### config.mk
export PLATFORM = sky130hd
export DESIGN_NAME = mvna_front
export DESIGN_NICKNAME = d
export VERILOG_FILES = /design/src/rtl/mesh_vertex_normal_accumulator_unit_macros.svh /design/src/rtl/mvna_pkg.sv /design/src/rtl/mvna_front.sv
export SDC_FILE = /design/constraint.sdc
export NUM_CORES = 1
export LEC_CHECK = 0
export BUFFER_PORTS_ARGS = -buffer_cell sky130_fd_sc_hd__clkbuf_2
export CAP_MARGIN = 20
export CORE_ASPECT_RATIO = 1.4
export CORE_UTILIZATION = 35
export DETAILED_ROUTE_END_ITERATION = 6
export SLEW_MARGIN = 20
export SYNTH_ARGS = -nofsm -noshare
export SYNTH_HDL_FRONTEND = slang
export SYNTH_SLANG_ARGS = --single-unit
### constraint.sdc
create_clock -name clk -period 4.8 [get_ports clk]
set_clock_uncertainty 0.1 [all_clocks]
set_input_delay 0.24 -clock clk [delete_from_list [all_inputs] [get_ports clk]]
set_output_delay 0.24 -clock clk [all_outputs]
set_load 0.02 [all_outputs]
### src/rtl/mesh_vertex_normal_accumulator_unit_macros.svh
// Assertion macros for the mesh vertex normal accumulator.
// Included by the RTL files that carry concurrent checks; no other dependencies.
`ifndef MESH_VERTEX_NORMAL_ACCUMULATOR_UNIT_MACROS_SVH
`define MESH_VERTEX_NORMAL_ACCUMULATOR_UNIT_MACROS_SVH
`ifndef SYNTHESIS
// same-cycle implication
`define MVNA_ASSERT_IMP(lbl, ck, rn, ante, cons) \
    lbl: assert property (@(posedge ck) disable iff (!rn) (ante) |-> (cons)) \
        else $error("mvna check failed");
// next-cycle implication
`define MVNA_ASSERT_NXT(lbl, ck, rn, ante, cons) \
    lbl: assert property (@(posedge ck) disable iff (!rn) (ante) |=> (cons)) \
        else $error("mvna check failed");
`else
`define MVNA_ASSERT_IMP(lbl, ck, rn, ante, cons)
`define MVNA_ASSERT_NXT(lbl, ck, rn, ante, cons)
`endif
`endif

### src/rtl/mvna_pkg.sv
// Shared types and constants for the mesh vertex normal accumulator.
// No dependencies.
`timescale 1ns / 1ps
package mvna_pkg;
    localparam int VERTEX_COUNT_DEF = 1024;
    localparam int IDX_W   = 10;
    localparam int POS_W   = 16;
    localparam int DIFF_W  = POS_W + 1;
    localparam int PROD_W  = 2 * DIFF_W;
    localparam int CROSS_W = PROD_W + 1;
    localparam int ACC_W   = 48;
    localparam int MAG_W   = 40;
    localparam int NRM_W   = 16;

    localparam logic [1:0] OPC_LOAD   = 2'd0;
    localparam logic [1:0] OPC_FACE   = 2'd1;
    localparam logic [1:0] OPC_READ   = 2'd2;
    localparam logic [1:0] OPC_UNUSED = 2'd3;

    typedef struct packed {
        logic [1:0]              opcode;
        logic [IDX_W-1:0]        vertex_index;
        logic signed [POS_W-1:0] pos_x;
        logic signed [POS_W-1:0] pos_y;
        logic signed [POS_W-1:0] pos_z;
        logic [IDX_W-1:0]        face_a;
        logic [IDX_W-1:0]        face_b;
        logic [IDX_W-1:0]        face_c;
    } req_t;

    typedef struct packed {
        logic signed [NRM_W-1:0] normal_x;
        logic signed [NRM_W-1:0] normal_y;
        logic signed [NRM_W-1:0] normal_z;
        logic [MAG_W-1:0]        magnitude;
        logic                    degenerate;
        logic                    from_face;
    } rsp_t;

    typedef enum logic [1:0] {
        CMD_LOAD = 2'd0,
        CMD_FACE = 2'd1,
        CMD_READ = 2'd2
    } cmd_kind_t;

    typedef struct packed {
        cmd_kind_t               kind;
        logic [IDX_W-1:0]        idx_a;
        logic [IDX_W-1:0]        idx_b;
        logic [IDX_W-1:0]        idx_c;
        logic signed [POS_W-1:0] pos_x;
        logic signed [POS_W-1:0] pos_y;
        logic signed [POS_W-1:0] pos_z;
    } cmd_t;

    typedef struct packed {
        logic signed [NRM_W-1:0] x;
        logic signed [NRM_W-1:0] y;
        logic signed [NRM_W-1:0] z;
        logic [MAG_W-1:0]        mag;
        logic                    degenerate;
    } norm_res_t;
endpackage

### src/rtl/mvna_front.sv
// Front end: accepts request transfers, decodes the opcode and queues commands.
// Depends on mvna_pkg.
`timescale 1ns / 1ps
module mvna_front (
    input  logic               clk,
    input  logic               rst_n,
    input  logic               req_valid,
    output logic               req_ready,
    input  mvna_pkg::req_t     req,
    input  logic               hold,
    output logic               cmd_valid,
    input  logic               cmd_ready,
    output mvna_pkg::cmd_t     cmd
);
    localparam int Q_DEPTH = 2;
    localparam int Q_PW    = $clog2(Q_DEPTH);
    localparam int Q_CW    = $clog2(Q_DEPTH + 1);

    mvna_pkg::cmd_t   queue_reg [Q_DEPTH];
    logic [Q_PW-1:0]  wr_ptr_reg, wr_ptr_next;
    logic [Q_PW-1:0]  rd_ptr_reg, rd_ptr_next;
    logic [Q_CW-1:0]  count_reg, count_next;
    mvna_pkg::cmd_t   cmd_in;
    logic             accept;
    logic             push;
    logic             pop;

    assign req_ready = (count_reg != Q_CW'(Q_DEPTH)) && !hold;
    assign accept    = req_valid && req_ready;
    assign cmd_valid = (count_reg != '0);
    assign cmd       = queue_reg[rd_ptr_reg];
    assign pop       = cmd_valid && cmd_ready;

    // opcode 3 is taken and dropped
    always_comb
    begin
        push         = 1'b0;
        cmd_in.kind  = mvna_pkg::CMD_LOAD;
        cmd_in.idx_a = req.vertex_index;
        cmd_in.idx_b = '0;
        cmd_in.idx_c = '0;
        cmd_in.pos_x = req.pos_x;
        cmd_in.pos_y = req.pos_y;
        cmd_in.pos_z = req.pos_z;
        unique case (req.opcode)
            mvna_pkg::OPC_LOAD:
            begin
                push = accept;
            end
            mvna_pkg::OPC_FACE:
            begin
                push         = accept;
                cmd_in.kind  = mvna_pkg::CMD_FACE;
                cmd_in.idx_a = req.face_a;
                cmd_in.idx_b = req.face_b;
                cmd_in.idx_c = req.face_c;
            end
            mvna_pkg::OPC_READ:
            begin
                push        = accept;
                cmd_in.kind = mvna_pkg::CMD_READ;
            end
            default:
            begin
                push = 1'b0;
            end
        endcase
    end

    always_comb
    begin
        wr_ptr_next = wr_ptr_reg;
        rd_ptr_next = rd_ptr_reg;
        if (push)
        begin
            wr_ptr_next = (wr_ptr_reg == Q_PW'(Q_DEPTH - 1)) ? '0 : wr_ptr_reg + 1'b1;
        end
        if (pop)
        begin
            rd_ptr_next = (rd_ptr_reg == Q_PW'(Q_DEPTH - 1)) ? '0 : rd_ptr_reg + 1'b1;
        end
        count_next = count_reg + Q_CW'(push) - Q_CW'(pop);
    end

    always_ff @(posedge clk or negedge rst_n)
    begin
        if (!rst_n)
        begin
            wr_ptr_reg <= '0;
            rd_ptr_reg <= '0;
            count_reg  <= '0;
        end
        else
        begin
            wr_ptr_reg <= wr_ptr_next;
            rd_ptr_reg <= rd_ptr_next;
            count_reg  <= count_next;
        end
    end

    always_ff @(posedge clk)
    begin
        if (push)
        begin
            queue_reg[wr_ptr_reg] <= cmd_in;
        end
    end
endmodule

# After elaboration in Yosys (flattened, before gate mapping)
# Memory sizes are Yosys's and may differ from the RTL's.
# Index checks and enable logic that the tools add are counted.
[word_totals]
reg_bits = 4
ram_bits = 160
out_inout_bits = 82
word_cells = 25
mem_count = 1
[memory_table]
columns = ["memory", "depth", "width", "read_ports", "rd_clocked_by_memory_dff", "wr", "line", "source"]
rows = [
  ["queue_reg", 2, 80, 1, 0, 1, "mvna_front.sv:19", "mvna_pkg::cmd_t queue_reg [Q_DEPTH];"],
]
[classes]
addsub = 4
n_eq_ne = 3
n_mux = 7
reduce_logical = 7
[op_table]
columns = ["cell", "n"]
rows = [
  ["30-bit 2-to-1 mux", 1],
  ["1-bit 2-to-1 mux", 5],
  ["2-bit case mux with 2 select lines", 1],
  ["1-bit logical AND", 3],
  ["3-bit OR reduction", 1],
  ["1-bit adder (second input constant)", 2],
  ["2-bit by 1-bit adder with 2-bit output", 1],
  ["2-bit by 1-bit == test with 1-bit output (second input constant)", 1],
  ["2-bit == test (second input constant)", 1],
  ["2-bit zero test", 1],
  ["2-bit inequality test (second input constant)", 1],
  ["2-bit nonzero test", 1],
  ["2-bit by 1-bit subtractor with 2-bit output", 1],
  ["1-bit zero test", 1],
]

# Longest topological paths before layout
[logic_depth]
word_depth = 6
depth_mapped = 7

# Worst setup path before layout
# No wires, ideal clock.
[synth_timing]
kind = "reg2reg"
start = "register count_reg[1]"
end = "memory queue_reg[0][0] (netlist bit), enable pin"
arrival_ps = 4104
required_ps = 4181
setup_slack_ps = 77
path_stages_with_launch = 3
period_less_slack_ps = 4723
cell_sequence = "dfrtp_1 > a211o_4 > nor2_1"
[synth_via]
elab_chain_cells = 6
[synth_lines]
columns = ["element", "line", "source"]
rows = [
  ["start, declared", "mvna_front.sv:22", "logic [Q_CW-1:0] count_reg, count_next;"],
  ["start signal, assigned", "mvna_front.sv:97", "count_reg <= count_next;"],
  ["2-bit inequality test", "mvna_front.sv:28", "assign req_ready = (count_reg != Q_CW'(Q_DEPTH)) && !hold;"],
  ["1-bit logical AND", "mvna_front.sv:28", ""],
  ["1-bit logical AND", "mvna_front.sv:29", "assign accept = req_valid && req_ready;"],
  ["1-bit 2-to-1 mux", "mvna_front.sv:45", "unique case (req.opcode)"],
  ["1-bit 2-to-1 mux", "mvna_front.sv:103", "if (push)"],
  ["1-bit 2-to-1 mux (implied by the code)", "mvna_front.sv:105", "queue_reg[wr_ptr_reg] <= cmd_in;"],
  ["end, declared", "mvna_front.sv:19", ""],
]
# No other way between the ends.

==> results.md <==
- Crit path cell chain: buf_16, mux2_2, clkbuf_2
- Cell Area, Synth: 6320 µm²
- WL met2: 6270 µm
- Htree depth: 4
- Pint: 0.00305 W
- CP Max Fanout: 46
- Met3 wire length: 846 µm
- Synth Area in Compound Gates: 0.515%
- Highest metal used: met4
- Initial antenna violation count: 2
- Routability-driven placement congestion ratio: 0.691
- Share of cells above drive strength 1: 55.4%
- Relative slew margins: 37.8%
- Floorplan row count: 57
- Register area share after synthesis: 77.6%
- Starting density of the core: 36.0%
- CTS root buf: clkbuf_16
- Crit Path Class: flip-flop to output port
- Routed vias/inst: 4.41
- Worst Setup Start Kind: flip-flop
- Max Slew Vio Count: 0
- Hold path startpoint: cmd_ready
- CP max stage cell: dfrtp_4
- Area delta synth->final: 35.1%
- Worst reg2reg endpoint: queue_reg[1][12]$_DFFE_PP_
- Leakage: 3.23 nW
- Gate Count Post-Synth: 304
- Max FFs per register: 160
- Hold Crit Endpoint: rd_ptr_reg$_DFFE_PN0P_
- # IOs: 177
- Fmax: 413 MHz
- Port bufs: 176
- Post-Synth XOR/XNOR Area: 0.673%
- Adder-cell area share of the yosys netlist: 0.396%
- Comb pwr share: 28.0%
- Setup ws final: 2.38 ns
- Power share of the clock group: 30.0%
- CP Data Arrival Time: 2.08 ns
- Simple-gate share of the synthesized area: 2.65%
- CTS buffer count: 17
- Register bit total from synthesis: 164
- Final antenna-violating net count: 0
- Global-route wire length before repair: 18100 µm
- Placed cells: 706
- Flop pwr share: 42.1%
- Vias in the first global route: 3692
- Max Cap Viol: 0
- Die area: 18600 µm²
- Post-CTS Setup Bufs: 0
- Design Power: 0.00438 W
- Reg2Reg Setup Slack: 2.40 ns
- Initial DRC count: 105
- Post-synthesis mux area share: 16.0%
- Cell family with most CP delay: flip-flops
- Core Area: 17500 µm²
- Detailed Place HPWL: 7570 µm
- TritonRoute pass-1 iters: 4
- Syn_area_per_cell: 20.8 µm²
- Stages on the worst setup path: 3
- Worst hold stages: 3
- Routed wire length: 11800 µm
- Pre-CTS WS: 2.31 ns
- Measured slew at the worst slew-check pin: 0.930 ns
- Final std cells w/o fill: 790
- Sw power: 0.00133 W
- Final Critical Period: 2.42 ns
- RSZ-0062 raised after global routing: no
- Residual DRC count: 0
- WL met1: 4450 µm
- DR WL/cell: 14.9 µm
- Worst r2r src: count_reg[0]$_DFF_PN0_
- Global route total overflow: 0
- Die H: 161 µm
- Hold WC Path Type: input port to flip-flop
- Final Setup Violations: 0
- Sink Count: 164
- Outcome: completed
- Worst vdd ir: 0.415 mV
- Final Hold Viols: 0
- Worst path max stage delay: 0.76 ns
- Endpoint class of the critical path: output port
- Setup TNS: 0 ns
- Most common cell after layout, fill and taps aside: clkbuf_2
- Most frequent cells in the layout: 176 x clkbuf_2, 160 x edfxtp_1, 90 x mux2_2
- Nets: 636
- Synth cell types: 20
- CP required: 4.46 ns
- Die Width: 116 µm
- Pin count of the biggest net entering global routing: 82
- Syn. warnings: 0
- Power Dens Cells: 514 nW/µm²
- R2R depth: 4
- Vias: 3487
- GRT Total Usage: 13.3%
- Final Cycle Share: 50.4%
- Buf+Inv Stages, Crit Path: 2
- Mapped Nets: 401
- Clk Latency, worst-skew pair: 0.42 ns
- CTS Buffer Depth: 2
- Sw frac: 30.3%
- Combinational family with the most area after synthesis: multiplexers
- Clock-pin slew on the worst setup and hold paths: 0.06 ns
- CTS tree: done
==> logic make-up (layout without fill, tap and decap cells) <==
family	after synthesis	count (layout)
other	0	2
muxes	90	90
DFF	164	164
xor gates and xnor gates	4	4
buffers and inverters	15	263
adders and majority gates	2	2
and+or+nand+nor	26	26
AOI/OAI and AO/OA	3	3
==> metrics by stage <==
stage	cell area, µm²	hold WS, ns	utilization [%]
final	8540	0.0219	48.7
after global routing	8540	0.00614	48.7
after CTS	8500	0.000370	48.5
after detailed placement	7430	-0.0426	42.4
after global placement	7430	-0.0507	42.4
after floorplan	6320	-0.156	-
==> power by group through the flow <==
stage               clock network, W  registers, W  logic (W)
floorplan                          0       0.00182   0.000935
global placement                   0       0.00194    0.00111
detailed placement                 0       0.00196    0.00112
CTS                          0.00135       0.00193    0.00115
global route                 0.00141       0.00187    0.00131
finish                       0.00131       0.00184    0.00123
==> worst min-delay path: cells and delay by family <==
kind,cells,cell delay (ns)
buffers and inverters,1,0.07
and+or+nand+nor,1,0.13
xor gates and xnor gates,1,0.06
==> how the worst max path moves through the flow <==
stage                           startpoint                    endpoint  slack (ns)
CTS                 rd_ptr_reg$_DFFE_PN0P_                     cmd[54]        2.15
floorplan           count_reg[1]$_DFF_PN0_   queue_reg[0][0]$_DFFE_PP_        0.08
global placement                   req[88]  queue_reg[1][20]$_DFFE_PP_        2.35
global route        count_reg[0]$_DFF_PN0_  queue_reg[1][12]$_DFFE_PP_        2.26
finish              rd_ptr_reg$_DFFE_PN0P_                     cmd[54]        2.38
detailed placement                 req[88]  queue_reg[1][26]$_DFFE_PP_        2.31
==> what timing repair did <==
item,CTS,global route
hold buffers,49,0
hold endpoints to repair,100,0
gates resized for setup,0,0
==> final cells by class <==
class | count | area (µm²)
diodes | 2 | 5.00
clock buffers | 18 | 429
clock inverters | 14 | 153
fillers | 1540 | 9010
inverters | 3 | 11.3
multi-input cells | 125 | 1300
flip-flops and latches | 164 | 4910
well taps | 236 | 295
repair buffers | 228 | 1440
==> synthesized netlist by cell type, drive strengths merged <==
library cell | number | area, µm²
a211o | 1 | 17.5
a21bo | 1 | 10.0
a21oi | 1 | 5.00
and2 | 21 | 134
buf | 11 | 118
clkbuf | 1 | 3.75
dfrtp | 4 | 100
edfxtp | 160 | 4800
ha | 2 | 25.0
inv | 3 | 11.3
mux2 | 90 | 1010
nor2 | 2 | 7.51
nor2b | 2 | 20.0
or2 | 1 | 6.26
xnor2 | 3 | 33.8
xor2 | 1 | 8.76
==> routing by layer <==
layer  vias up  global-route usage (%)
li1       1645                       -
met1      1699                    13.2
met2       126                    23.8
met3        17                    5.44
met4         0                    5.90
met5         -                       0
Power figures use the tool's default switching activity.
